===== src/rtl/utt_pkg.sv =====
// ----------------------------------------------------------------------------
// utt_pkg: shared types and tables of the UTF-8 to UTF-16 transcoder
// Holds the unit bundle passed from the decoder to the serialiser, the
// cp1252 table for 0x80-0x9f and the byte-to-unit mapping.
// ----------------------------------------------------------------------------
package utt_pkg;

  localparam int UNIT_W    = 16;
  localparam int MAX_UNITS = 4;
  localparam int CNT_W     = 3;
  localparam int Q_DEPTH   = 2;
  localparam int Q_PTR_W   = (Q_DEPTH > 1) ? $clog2(Q_DEPTH) : 1;
  localparam int Q_CNT_W   = $clog2(Q_DEPTH + 1);

  // sequence lengths
  localparam logic [2:0] SEQ_NONE = 3'd0;
  localparam logic [2:0] SEQ_TWO  = 3'd2;
  localparam logic [2:0] SEQ_THREE = 3'd3;
  localparam logic [2:0] SEQ_FOUR = 3'd4;

  // lead bytes that restrict the second byte
  localparam logic [7:0] LEAD_E0 = 8'he0;
  localparam logic [7:0] LEAD_F0 = 8'hf0;
  localparam logic [7:0] LEAD_F4 = 8'hf4;

  localparam logic [20:0] SUPP_BASE = 21'h10000;
  localparam logic [15:0] SUR_HIGH  = 16'hd800;
  localparam logic [15:0] SUR_LOW   = 16'hdc00;

  // units caused by one input byte, slot 0 first
  typedef struct packed {
    logic [MAX_UNITS-1:0][UNIT_W-1:0] unit;
    logic [MAX_UNITS-1:0]             bad;
    logic [CNT_W-1:0]                 cnt;
    logic                             eos;
  } bundle_t;

  // cp1252 mapping of 0x80-0x9f
  function automatic logic [15:0] cp1252_map(input logic [4:0] idx);
    logic [15:0] u;
    case (idx)
      5'd0:  u = 16'h20ac;
      5'd1:  u = 16'h0081;
      5'd2:  u = 16'h201a;
      5'd3:  u = 16'h0192;
      5'd4:  u = 16'h201e;
      5'd5:  u = 16'h2026;
      5'd6:  u = 16'h2020;
      5'd7:  u = 16'h2021;
      5'd8:  u = 16'h02c6;
      5'd9:  u = 16'h2030;
      5'd10: u = 16'h0160;
      5'd11: u = 16'h2039;
      5'd12: u = 16'h0152;
      5'd13: u = 16'h008d;
      5'd14: u = 16'h017d;
      5'd15: u = 16'h008f;
      5'd16: u = 16'h0090;
      5'd17: u = 16'h2018;
      5'd18: u = 16'h2019;
      5'd19: u = 16'h201c;
      5'd20: u = 16'h201d;
      5'd21: u = 16'h2022;
      5'd22: u = 16'h2013;
      5'd23: u = 16'h2014;
      5'd24: u = 16'h02dc;
      5'd25: u = 16'h2122;
      5'd26: u = 16'h0161;
      5'd27: u = 16'h203a;
      5'd28: u = 16'h0153;
      5'd29: u = 16'h009d;
      5'd30: u = 16'h017e;
      5'd31: u = 16'h0178;
      default: u = 16'h0000;
    endcase
    return u;
  endfunction

  // unit for a byte taken on its own: ascii, table, or raw
  function automatic logic [15:0] octet_unit(input logic [7:0] b);
    logic [15:0] u;
    if (b[7:5] == 3'b100) begin
      u = cp1252_map(b[4:0]);
    end else begin
      u = {8'h00, b};
    end
    return u;
  endfunction

  // raw bytes from 0xa0 up carry the bad flag
  function automatic logic octet_bad(input logic [7:0] b);
    return (b >= 8'ha0);
  endfunction

endpackage


===== src/rtl/utf8_to_utf16_transcoder.sv =====
// ----------------------------------------------------------------------------
// utf8_to_utf16_transcoder: UTF-8 byte stream to UTF-16 code units
// Decoder, bundle queue and unit serialiser.
// ----------------------------------------------------------------------------
// Usage
// The in_ channel takes one UTF-8 byte per item, with in_tlast marking the
// last byte of a string. The out_ channel gives one UTF-16 code unit per
// item; out_tuser[0] flags a raw byte from 0xa0 up that is passed through,
// out_tuser[1] marks the last unit caused by one input byte and out_tlast
// the last unit of the string. A byte that only extends a sequence gives
// no item.
// A byte's units are registered in the bundle queue before they are offered.
// Throughput: one byte per cycle while each byte gives at most one unit and
// the receiver is ready; a byte giving more (surrogate pair, broken or
// cut-off sequence, up to four) holds the one-unit-per-cycle serialiser
// until all are sent; a two-entry queue lets the decoder accept meanwhile.
// Reset clears the pending sequence, the queue and the serialiser index.
// When the receiver stalls, the current unit holds and in_tready falls once
// the queue is full.
// ----------------------------------------------------------------------------
module utf8_to_utf16_transcoder (
  input  logic        clk,
  input  logic        rst_n,
  input  logic        in_tvalid,
  output logic        in_tready,
  input  logic [7:0]  in_tdata,   // in_octet
  input  logic        in_tlast,   // end_of_string
  output logic        out_tvalid,
  input  logic        out_tready,
  output logic [15:0] out_tdata,  // code_unit
  output logic [1:0]  out_tuser,  // bad_byte_passed, run_end
  output logic        out_tlast   // string_end
);
  import utt_pkg::*;

  logic    push_valid, push_ready;
  bundle_t push_data;
  logic    head_valid, pop;
  bundle_t head_data;

  utt_front u_front (
    .clk        (clk),
    .rst_n      (rst_n),
    .in_tvalid  (in_tvalid),
    .in_tready  (in_tready),
    .in_tdata   (in_tdata),
    .in_tlast   (in_tlast),
    .q_ready    (push_ready),
    .push_valid (push_valid),
    .push_data  (push_data)
  );

  utt_queue u_queue (
    .clk        (clk),
    .rst_n      (rst_n),
    .push_valid (push_valid),
    .push_ready (push_ready),
    .push_data  (push_data),
    .head_valid (head_valid),
    .pop        (pop),
    .head_data  (head_data)
  );

  utt_back u_back (
    .clk        (clk),
    .rst_n      (rst_n),
    .head_valid (head_valid),
    .head_data  (head_data),
    .pop        (pop),
    .out_tvalid (out_tvalid),
    .out_tready (out_tready),
    .out_tdata  (out_tdata),
    .out_tuser  (out_tuser),
    .out_tlast  (out_tlast)
  );

endmodule


===== src/rtl/utt_front.sv =====
// ----------------------------------------------------------------------------
// utt_front: byte decoder
// Accepts one byte per cycle while the queue has room, tracks the pending
// multi-byte sequence and builds the bundle of code units that the byte causes.
// ----------------------------------------------------------------------------
module utt_front (
  input  logic             clk,
  input  logic             rst_n,
  input  logic             in_tvalid,
  output logic             in_tready,
  input  logic [7:0]       in_tdata,   // in_octet
  input  logic             in_tlast,   // end_of_string
  input  logic             q_ready,
  output logic             push_valid,
  output utt_pkg::bundle_t push_data
);
  import utt_pkg::*;

  logic [7:0]      lead_r, lead_nxt;
  logic [1:0][7:0] cont_r, cont_nxt;
  logic [1:0]      held_r, held_nxt;
  logic [2:0]      seq_r, seq_nxt;

  logic [7:0]  b;
  logic        eos;
  logic        accept;
  logic        pending;
  logic        ok;
  logic        complete;
  logic        is_lead;
  logic        fresh_emit;
  logic [2:0]  fresh_len;
  logic [20:0] scalar;
  logic [20:0] supp_off;
  logic        grow_only;
  logic [7:0]  fl_c0, fl_c1;
  logic [2:0]  fl_cnt, flush_n;
  bundle_t     bnd;

  assign b         = in_tdata;
  assign eos       = in_tlast;
  assign in_tready = q_ready;
  assign accept    = in_tvalid & q_ready;

  // continuation check against the pending lead
  assign pending  = (seq_r != SEQ_NONE);
  always_comb begin
    ok = (b[7:6] == 2'b10);
    if (held_r == 2'd0) begin
      if (lead_r == LEAD_E0 && b < 8'ha0) ok = 1'b0;
      if (lead_r == LEAD_F0 && b < 8'h90) ok = 1'b0;
      if (lead_r == LEAD_F4 && b > 8'h8f) ok = 1'b0;
    end
  end
  assign complete = (({1'b0, held_r} + 3'd2) == seq_r);

  // fresh byte classification
  assign is_lead    = (b inside {[8'hc2:8'hf4]});
  assign fresh_emit = !is_lead || eos;
  assign fresh_len  = (b < 8'he0) ? SEQ_TWO : ((b < 8'hf0) ? SEQ_THREE : SEQ_FOUR);

  // scalar value of a completed sequence
  always_comb begin
    case (seq_r)
      SEQ_TWO:   scalar = {10'd0, lead_r[4:0], b[5:0]};
      SEQ_THREE: scalar = {5'd0, lead_r[3:0], cont_r[0][5:0], b[5:0]};
      default:   scalar = {lead_r[2:0], cont_r[0][5:0], cont_r[1][5:0], b[5:0]};
    endcase
  end
  assign supp_off = scalar - SUPP_BASE;

  // bytes flushed: the new byte joins the held ones when it only extends
  assign grow_only = pending && ok && !complete;
  assign fl_c0   = (grow_only && held_r == 2'd0) ? b : cont_r[0];
  assign fl_c1   = (grow_only && held_r == 2'd1) ? b : cont_r[1];
  assign fl_cnt  = grow_only ? ({1'b0, held_r} + 3'd1) : {1'b0, held_r};
  assign flush_n = 3'd1 + fl_cnt;

  // unit bundle and next sequence state
  always_comb begin
    bnd      = '0;
    bnd.eos  = eos;
    lead_nxt = lead_r;
    cont_nxt = cont_r;
    held_nxt = held_r;
    seq_nxt  = seq_r;

    // flush list, used only by the flushing cases
    bnd.unit[0] = {8'h00, lead_r};
    bnd.bad[0]  = 1'b1;
    bnd.unit[1] = octet_unit(fl_c0);
    bnd.bad[1]  = octet_bad(fl_c0);
    bnd.unit[2] = octet_unit(fl_c1);
    bnd.bad[2]  = octet_bad(fl_c1);

    if (pending && ok && complete) begin
      // finished character, split into a pair above the basic plane
      held_nxt = 2'd0;
      seq_nxt  = SEQ_NONE;
      if (scalar < SUPP_BASE) begin
        bnd.unit[0] = scalar[15:0];
        bnd.bad[0]  = 1'b0;
        bnd.cnt     = 3'd1;
      end else begin
        bnd.unit[0] = SUR_HIGH | {6'd0, supp_off[19:10]};
        bnd.bad[0]  = 1'b0;
        bnd.unit[1] = SUR_LOW | {6'd0, scalar[9:0]};
        bnd.bad[1]  = 1'b0;
        bnd.cnt     = 3'd2;
      end
    end else if (grow_only) begin
      // hold the byte; the end of string flushes what is held
      cont_nxt[held_r[0]] = b;
      held_nxt = held_r + 2'd1;
      bnd.cnt  = 3'd0;
      if (eos) begin
        bnd.cnt  = flush_n;
        held_nxt = 2'd0;
        seq_nxt  = SEQ_NONE;
      end
    end else begin
      // broken sequence flushes first, then the byte is taken fresh
      if (pending) begin
        bnd.cnt = flush_n;
        for (int k = 1; k < MAX_UNITS; k++) begin
          if (CNT_W'(k) == flush_n && fresh_emit) begin
            bnd.unit[k] = octet_unit(b);
            bnd.bad[k]  = octet_bad(b);
          end
        end
        if (fresh_emit) bnd.cnt = flush_n + 3'd1;
      end else if (fresh_emit) begin
        bnd.unit[0] = octet_unit(b);
        bnd.bad[0]  = octet_bad(b);
        bnd.cnt     = 3'd1;
      end else begin
        bnd.cnt = 3'd0;
      end
      held_nxt = 2'd0;
      if (is_lead && !eos) begin
        lead_nxt = b;
        seq_nxt  = fresh_len;
      end else begin
        seq_nxt  = SEQ_NONE;
      end
    end
  end

  assign push_valid = accept && (bnd.cnt != 3'd0);
  assign push_data  = bnd;

  // sequence state
  always_ff @(posedge clk) begin
    if (!rst_n) begin
      seq_r  <= SEQ_NONE;
      held_r <= 2'd0;
    end else if (accept) begin
      seq_r  <= seq_nxt;
      held_r <= held_nxt;
    end
  end

  // held bytes
  always_ff @(posedge clk) begin
    if (accept) begin
      lead_r <= lead_nxt;
      cont_r <= cont_nxt;
    end
  end

endmodule


===== src/rtl/utt_queue.sv =====
// ----------------------------------------------------------------------------
// utt_queue: bundle queue
// Short queue of unit bundles between the decoder and the serialiser.
// ----------------------------------------------------------------------------
module utt_queue (
  input  logic             clk,
  input  logic             rst_n,
  input  logic             push_valid,
  output logic             push_ready,
  input  utt_pkg::bundle_t push_data,
  output logic             head_valid,
  input  logic             pop,
  output utt_pkg::bundle_t head_data
);
  import utt_pkg::*;

  bundle_t              mem [Q_DEPTH];
  logic [Q_PTR_W-1:0]   wr_ptr_r, wr_ptr_nxt;
  logic [Q_PTR_W-1:0]   rd_ptr_r, rd_ptr_nxt;
  logic [Q_CNT_W-1:0]   count_r, count_nxt;
  logic                 do_push, do_pop;

  assign push_ready = (count_r != Q_CNT_W'(Q_DEPTH));
  assign head_valid = (count_r != '0);
  assign head_data  = mem[rd_ptr_r];
  assign do_push    = push_valid && push_ready;
  assign do_pop     = pop && head_valid;

  // pointer and fill update
  always_comb begin
    wr_ptr_nxt = wr_ptr_r;
    rd_ptr_nxt = rd_ptr_r;
    if (do_push) begin
      wr_ptr_nxt = (wr_ptr_r == Q_PTR_W'(Q_DEPTH - 1)) ? '0 : wr_ptr_r + 1'b1;
    end
    if (do_pop) begin
      rd_ptr_nxt = (rd_ptr_r == Q_PTR_W'(Q_DEPTH - 1)) ? '0 : rd_ptr_r + 1'b1;
    end
    count_nxt = count_r + Q_CNT_W'(do_push) - Q_CNT_W'(do_pop);
  end

  always_ff @(posedge clk) begin
    if (!rst_n) begin
      wr_ptr_r <= '0;
      rd_ptr_r <= '0;
      count_r  <= '0;
    end else begin
      wr_ptr_r <= wr_ptr_nxt;
      rd_ptr_r <= rd_ptr_nxt;
      count_r  <= count_nxt;
    end
  end

  // bundle storage
  always_ff @(posedge clk) begin
    if (do_push) mem[wr_ptr_r] <= push_data;
  end

endmodule


===== src/rtl/utt_back.sv =====
// ----------------------------------------------------------------------------
// utt_back: unit serialiser
// Sends the units of the head bundle one per cycle while the receiver is ready and marks the last one.
// ----------------------------------------------------------------------------
module utt_back (
  input  logic             clk,
  input  logic             rst_n,
  input  logic             head_valid,
  input  utt_pkg::bundle_t head_data,
  output logic             pop,
  output logic             out_tvalid,
  input  logic             out_tready,
  output logic [15:0]      out_tdata,  // code_unit
  output logic [1:0]       out_tuser,  // bad_byte_passed, run_end
  output logic             out_tlast   // string_end
);
  import utt_pkg::*;

  logic [1:0] idx_r, idx_nxt;
  logic       last;
  logic       fire;

  // current unit of the head bundle
  assign last       = (({1'b0, idx_r} + 3'd1) == head_data.cnt);
  assign out_tvalid = head_valid;
  assign out_tdata  = head_data.unit[idx_r];
  assign out_tuser  = {last, head_data.bad[idx_r]};
  assign out_tlast  = last && head_data.eos;
  assign fire       = out_tvalid && out_tready;
  assign pop        = fire && last;

  // unit index within the bundle
  always_comb begin
    idx_nxt = idx_r;
    if (fire) idx_nxt = last ? 2'd0 : idx_r + 2'd1;
  end

  always_ff @(posedge clk) begin
    if (!rst_n) begin
      idx_r <= 2'd0;
    end else begin
      idx_r <= idx_nxt;
    end
  end

endmodule

===== config.mk =====
export PLATFORM = sky130hd
export DESIGN_NAME = utf8_to_utf16_transcoder
export DESIGN_NICKNAME = d
export VERILOG_FILES = /design/src/rtl/utt_pkg.sv /design/src/rtl/utf8_to_utf16_transcoder.sv /design/src/rtl/utt_front.sv /design/src/rtl/utt_queue.sv /design/src/rtl/utt_back.sv
export SDC_FILE = /design/constraint.sdc
export NUM_CORES = 1
export LEC_CHECK = 0
export ABC_AREA = 1
export BUFFER_PORTS_ARGS = -buffer_cell sky130_fd_sc_hd__buf_2
export CORE_MARGIN = 1.5
export CORE_UTILIZATION = 65
export CTS_CLUSTER_DIAMETER = 200
export CTS_CLUSTER_SIZE = 8
export DETAILED_ROUTE_END_ITERATION = 8
export PLACE_DENSITY_LB_ADDON = 0.15
export SYNTH_ARGS = -nofsm -noshare
export SYNTH_HDL_FRONTEND = slang
export SYNTH_HIERARCHICAL = 1
export SYNTH_SLANG_ARGS = --single-unit

===== constraint.sdc =====
create_clock -name clk -period 17.9 [get_ports clk]
set_clock_uncertainty 0.05 [all_clocks]
set_input_delay 0.895 -clock clk [delete_from_list [all_inputs] [get_ports clk]]
set_output_delay 0.895 -clock clk [all_outputs]
set_load 0.005 [all_outputs]

==> results of run 1 <==
## sequential cells by signal, indices dropped and copies added, names as in the netlist, 2 cells and up, named ones only
signal           cells
u_front/seq_r        3
u_queue/mem        144
u_front/cont_r      16
u_front/lead_r       8
u_queue/count_r      2
u_front/held_r       2
u_back/idx_r         2
## power by group
part           total [W]  switching (W)  internal (W)
Clock           0.000371       0.000172      0.000199
Combinational   0.000184       0.000113     0.0000712
Sequential      0.000515      0.0000123      0.000503
## cells by family (layout without fill, tap and decap cells)
| family | after synthesis | after routing |
|---|---|---|
| other | 1 | 10 |
| xor gates and xnor gates | 6 | 6 |
| AOI/OAI and AO/OA | 216 | 216 |
| adders and majority gates | 25 | 25 |
| muxes | 72 | 72 |
| DFF | 180 | 180 |
| and+or+nand+nor | 486 | 486 |
| buffers and inverters | 193 | 202 |
## worst register-to-register path, delay by kind of cell, from the launching register on
family | cells | cell delay, ns
XOR/XNOR | 2 | 0.45
flip-flops | 1 | 0.57
AO/OA/AOI/OAI | 3 | 0.54
adder cells (fa/ha/maj) | 3 | 0.81
buffers and inverters | 4 | 0.97
AND/OR/NAND/NOR | 9 | 1.00
## worst max-delay path by stage
stage | startpoint | end | slack (ns) | cells after the start
floorplan | in_tdata[7] | u_queue/mem[0][0] | 11.05 | 16
global placement | in_tdata[4] | u_queue/mem[0][52] | 12.82 | 21
detailed placement | in_tdata[4] | u_queue/mem[0][25] | 12.72 | 20
CTS | u_front/held_r[0] | u_queue/mem[0][62] | 13.08 | 21
global route | u_front/held_r[0] | u_queue/mem[0][47] | 12.66 | 21
finish | u_front/held_r[0] | u_queue/mem[0][52] | 13.08 | 21
## cell type report
| type | instances | area share [%] |
|---|---|---|
| tap | 220 | 2.328 |
| sequential | 180 | 44.73 |
| inverter | 128 | 4.127 |
| clock buffer | 17 | 3.598 |
| timing repair buffer | 42 | 1.968 |
| multi-input combinational | 815 | 41.80 |
| clock inverter | 15 | 1.439 |
## stage by stage
stage,hold WS [ns],utilization [%],area (um2),total power [W]
after CTS,0.4880,70.79,11820,0.001074
after floorplan,0.4175,-,11250,0.0006586
after global placement,0.4282,67.22,11230,0.0007011
after detailed placement,0.4704,67.22,11230,0.0007070
final,0.4831,70.79,11820,0.001070
after global routing,0.5256,70.79,11820,0.001110
## cells in the final DEF, fill, tap and decap left out, types with 3 or more instances in the layout
cell type  count
nand3_2        8
o211ai_1       9
nor2_2         6
nor2_4         3
a21oi_1       51
nand2_2       12
inv_2         16
dfxtp_1       11
nor3_1         6
edfxtp_1     168
o22ai_1       33
nor2_1       119
nand2_1      253
buf_4          9
o21ai_0       67
nand3_1       55
clkinv_4       3
o21ai_2        5
xnor2_1        3
o221ai_1      11
clkinv_1       7
clkbuf_16     17
inv_1        105
nand4_1        8
ha_1          25
buf_2         33
mux2_4        70
nand4_4        3
o21ai_1       26
inv_8          6
conb_1        10
a31oi_1        3
## metal layers
layer / share of wire (%) / vias up / routed length (um)
li1: - / 4029 / -
met1: 41 / 4117 / 11900
met2: 48 / 421 / 13810
met3: 6.8 / 80 / 1960
met4: 3.8 / 0 / 1090
met5: 0 / - / 0
==> flow_metrics.env, run 1 <==
export IMPL_ff2ff_path_depth=21
export IMPL_synth_seq_cells=180
export IMPL_wl_per_cell_um=20.29
export IMPL_cts_sinks=180
export IMPL_dp_hpwl_um=20530
export IMPL_cp_required_ns=17.91
export IMPL_synthesis_area_mm2=0.01122
export IMPL_min_path_cells=2
export IMPL_fmax_mhz=207.5
export IMPL_ys_async_sr_fraction_pct=0
export IMPL_path_clk_slew_ns=0.07
export IMPL_period_needed_ns=4.818
export IMPL_max_cap_violations=0
export IMPL_drt_antenna_violating_nets=0
export IMPL_synthMuxAreaShare_pct=9.569
export IMPL_synth_top_family_by_area="simple AND/OR/NAND/NOR gates"
export IMPL_post_synth_cell_area_avg_um2=9.515
export IMPL_synth_top_area_share_pct=44.97
export IMPL_yosys_warnings=6
export IMPL_synth_xor_area_share_pct=0.6023
export IMPL_setup_viol=0
export IMPL_yosysMostFrequentCell="nand2_1"
export IMPL_multiInputGateArea_mm2=0.004942
export IMPL_register_area_mm2=0.005289
export IMPL_cp_num_buf_inv=4
export IMPL_power_leakage_nw=4.913
export IMPL_timing_final_ws_setup_ns=13.08
export IMPL_clk_path_buf_depth=2
export IMPL_grt_use_total_pct=32.77
export IMPL_routabilityCongestion=0.9842
export IMPL_start_util_pct=67.17
export IMPL_fin_setup_tns_ns=0
export IMPL_coreArea_mm2=0.01670
export IMPL_cts_hold_buf=0
export IMPL_power_density_mw_per_mm2=90.54
export IMPL_hold_viol=0
export IMPL_numCtsBuffers=17
export IMPL_grt_overflow_total=0
export IMPL_crit_path_cell_trace="inv_2 > ha_1 > nand2_1 > clkinv_1 > nand2_1 > nor2_1 > nand2_2 > nand3_4 > xor2_2 > inv_1 > ha_1 > xor2_2 > ha_1 > a21oi_1 > o21ai_0 > a21oi_1 > nor2_1 > nor2_1 > nand2_1 > nor2_4 > buf_4"
export IMPL_criticalPathCategory="reg2reg"
export IMPL_cts_tree="built"
export IMPL_dp_cells=1385
export IMPL_ff2ff_setup_slack_ns=13.08
export IMPL_busiest_layer="met2"
export IMPL_dr_pass1_iters=5
export IMPL_synthAdderAreaFrac_pct=2.788
export IMPL_crit_arrival_ns=4.83
export IMPL_synth_area_leaders="edfxtp_1 45%, mux2_4 9.4%, nand2_1 8.5%, nor2_1 4.0%, inv_1 3.5%"
export IMPL_post_cts_setup_buffers=0
export IMPL_critPathSlowestCell="buf_4"
export IMPL_cts_root_buf="clkbuf_16"
export IMPL_die_x_um=134.4
export IMPL_ir_drop_mv=0.07723
export IMPL_cts_resized=0
export IMPL_use_met1_pct=42.94
export IMPL_gr_usage_met2_pct=53.99
export IMPL_synthDistinctLibCells=57
export IMPL_hp_start="u_queue/rd_ptr_r"
export IMPL_postSynthCellCount=1179
export IMPL_critPathTopFamily="simple AND/OR/NAND/NOR gates"
export IMPL_cp_max_fo=72
export IMPL_fillers=1280
export IMPL_maxSlewHeadroom_pct=36.08
export IMPL_clk_latency_ns=0.44
export IMPL_drv_slew=0
export IMPL_fin_crit_sh_pct=26.92
export IMPL_grt_first_pass_wirelength_um=44270
export IMPL_r2r_end="u_queue/mem[0][52]"
export IMPL_post_synth_top_area_cell="edfxtp_1"
export IMPL_ys_seq_area_share_pct=47.11
export IMPL_status="finished clean"
export IMPL_rr_startpoint="u_front/held_r[0]"
export IMPL_ys_flop_type="edfxtp_1"
export IMPL_drive_above_1_share_pct=17.79
export IMPL_synth_compound_area_share_pct=11.13
export IMPL_synth_edf_count=168
export IMPL_drt_total_wl_um=28760
export IMPL_drt_initial_drc_count=899
export IMPL_drc=0
export IMPL_cts_htree_levels=4
export IMPL_portBuffers=33
export IMPL_rsz0062_at_grt="no"
export IMPL_die_h_um=134.4
export IMPL_antenna_found_initial=0
export IMPL_worstSetupEndpointType="register"
export IMPL_layout_nets=1222
export IMPL_vias=8647
export IMPL_area_growth_pct=5.387
export IMPL_viasPerCell=6.102
export IMPL_dieArea_mm2=0.01806
export IMPL_first_global_vias=8038
export IMPL_antenna_cells=0
export IMPL_num_rows=47
export IMPL_min_path_type="reg2reg"
export IMPL_io_pins=34
export IMPL_synth_common_cells="253 x nand2_1, 168 x edfxtp_1, 120 x nor2_1"
export IMPL_met3_usage_pct=5.253
export IMPL_grt_max_degree=73
export IMPL_startpoint_type="register"
export IMPL_fin_cells=1417
export IMPL_pre_cts_slack_ns=12.72
export IMPL_cpPeakStageDelay_ns=0.72
export IMPL_worst_slew_pin_slew_ns=0.9524
export IMPL_yosys_area_share_simple_pct=19.56
(Power assumes the default switching activity.)
==> inputs of run 2 (changes only) <==
- CORE_UTILIZATION: 65 -> 58
- clock period: 17.9 -> 4.25 ns (I/O delays scaled with it)
==> run 2 against run 1 <==
Compared with the run above:
- maximum frequency up 24%
- global-route usage decreased by 4.2 points
- worst hold slack worse by 0.46 ns
- count of clock-buffer cells in the layout increased by 1
- setup slack worse by 13 ns
- clock power rose to 4.2 times the previous value
- non-clock buffer count increased by 17
- core utilization fell by 6.6 points
- sequential share of layout area shrank 0.98 points
- combinational power rose to 4.4 times the previous value
- largest cell class unchanged
- sequential cell count unchanged
==> flow_metrics.env, run 2 (synthesis gave the netlist of run 1 again) <==
export IMPL_status="finished clean"
export IMPL_first_global_vias=7822
export IMPL_setup_viol=0
export IMPL_viasPerCell=5.754
export IMPL_maxSlewHeadroom_pct=37.11
export IMPL_fillers=1571
export IMPL_max_cap_violations=0
export IMPL_fmax_mhz=256.6
export IMPL_place_area_mm2=0.01149
export IMPL_final_common_cell="nand2_1"
export IMPL_top_regs="u_queue/mem: 144 flops, u_front/cont_r: 16 flops, u_front/lead_r: 8 flops"
export IMPL_power_leakage_nw=4.990
export IMPL_gr_usage_met2_pct=47.80
export IMPL_most_common_layout_cells="252 x nand2_1, 168 x edfxtp_1, 119 x nor2_1"
export IMPL_drc=0
export IMPL_power_density_mw_per_mm2=375.0
export IMPL_final_util_pct=64.21
export IMPL_cts_tree="built"
export IMPL_dp_hpwl_um=20580
export IMPL_p_switching_w=0.001254
export IMPL_path_clk_slew_ns=0.07
export IMPL_rsz0062_at_grt="no"
export IMPL_die_x_um=142.1
export IMPL_routabilityCongestion=1.037
export IMPL_dr_pass1_iters=6
export IMPL_area_growth_pct=7.773
export IMPL_wl_per_cell_um=19.18
export IMPL_busiest_layer="met2"
export IMPL_die_h_um=142.1
export IMPL_min_path_type="in2reg"
export IMPL_power_total_w=0.004534
export IMPL_portBuffers=33
export IMPL_drt_initial_drc_count=777
export IMPL_cp_required_ns=4.51
export IMPL_grt_max_degree=48
export IMPL_drv_slew=0
export IMPL_largest_reg_flops=144
export IMPL_post_cts_setup_buffers=0
export IMPL_grt_overflow_total=0
export IMPL_min_path_cells=1
export IMPL_cts_root_buf="clkbuf_16"
export IMPL_startpoint_type="register"
export IMPL_combPwrFrac_pct=17.7
export IMPL_period_needed_ns=3.898
export IMPL_hold_viol=0
export IMPL_grt_use_total_pct=28.59
export IMPL_top_register="u_queue/mem"
export IMPL_num_rows=50
export IMPL_use_met1_pct=38.66
export IMPL_drive_above_1_share_pct=19.52
export IMPL_fin_area_mm2=0.01209
export IMPL_register_area_mm2=0.005290
export IMPL_met3_usage_pct=4.071
export IMPL_worstSetupEndpointType="register"
export IMPL_antenna_found_initial=0
export IMPL_antenna_cells=0
export IMPL_crit_arrival_ns=4.16
export IMPL_ir_drop_mv=0.2934
export IMPL_swShare_pct=27.66
export IMPL_dieArea_mm2=0.02019
export IMPL_clk_latency_ns=0.42
export IMPL_pwr_share_clk_pct=34.5
export IMPL_cts_sinks=180
export IMPL_io_pins=34
export IMPL_fin_crit_sh_pct=91.71
export IMPL_seq_power_share_pct=47.8
export IMPL_cp_max_fo=6
export IMPL_vias=8482
export IMPL_criticalPathCategory="reg2reg"
export IMPL_drt_antenna_violating_nets=0
export IMPL_ff2ff_path_depth=26
export IMPL_coreArea_mm2=0.01883
export IMPL_drt_total_wl_um=28270
export IMPL_numCtsBuffers=17
export IMPL_worst_slew_pin_slew_ns=0.9390
export IMPL_layout_nets=1239
export IMPL_multiInputGateArea_mm2=0.004977
export IMPL_p_int_w=0.003280
export IMPL_start_util_pct=59.57
export IMPL_cts_htree_levels=4
export IMPL_grt_first_pass_wirelength_um=43440
export IMPL_clk_path_buf_depth=2
run 2: worst paths after layout:
check | slack, ns | from | to
hold / removal | 0.03 | in_tdata[4] | u_front/cont_r[12]
setup reg to reg | 0.35 | u_front/held_r[1] | u_queue/count_r[1]
hold reg to reg | 0.46 | u_queue/rd_ptr_r | u_queue/rd_ptr_r
setup / recovery | 0.35 | u_front/held_r[1] | u_queue/count_r[1]
run 2: metal layers:
metal | part of all wire [%] | wire length (um)
met5 | 0 | 0
met4 | 2.2 | 622
met3 | 6.7 | 1881
met2 | 48 | 13570
met1 | 43 | 12200
run 2: cell type report:
cell class | count | area share, %
inverter | 128 | 4.088
multi-input combinational | 815 | 41.17
timing repair buffer | 59 | 3.415
clock buffer | 18 | 3.550
tap | 260 | 2.691
sequential | 180 | 43.75
clock inverter | 14 | 1.335
run 2: through the flow:
| step | setup WS (ns) | setup TNS, ns | hold slack, ns | std cells |
|---|---|---|---|---|
| after global placement | 0.3465 | 0 | 0.4315 | 1441 |
| after CTS | 0.1945 | 0 | 0.005853 | 1474 |
| after global routing | 0.02000 | 0 | 0.002887 | 1474 |
| final | 0.3524 | 0 | 0.02596 | 1474 |
| after floorplan | -0.1983 | -14.28 | 0.2560 | 1188 |
| after detailed placement | 0.2319 | 0 | 0.4340 | 1441 |
run 2: power by group through the flow:
stage	sequential [W]	combinational, W	clock [W]
2_1_floorplan	0.00219	0.000582	0
3_3_place_gp	0.00220	0.000797	0
3_5_place_dp	0.00221	0.000799	0
4_1_cts	0.00217	0.000802	0.00159
5_1_grt	0.00218	0.000874	0.00166
6_report	0.00217	0.000801	0.00157
run 2: critical path, stage by stage, from the launching register on:
cell and delay, ns:
dfxtp_1 0.36, inv_2 0.09, ha_4 0.18, nand2_1 0.06, clkinv_1 0.05, nand2_1 0.05
nor2_1 0.04, nand2_2 0.15, nand3_4 0.16, xor2_2 0.27, inv_2 0.09, ha_4 0.18
xor2_2 0.18, ha_1 0.27, a21oi_2 0.14, o21ai_1 0.08, a21oi_2 0.19, nor2_1 0.06
nor2_1 0.17, nand2_1 0.14, ha_1 0.29, inv_1 0.04, ha_1 0.18, inv_1 0.05
nand2_1 0.05, a21oi_1 0.15, nor2_1 0.06
run 2: repair_timing:
item,in CTS,in global routing
setup endpoints to repair,0,67
hold endpoints to repair,3,0
resized for setup,0,2
hold buffers,1,0
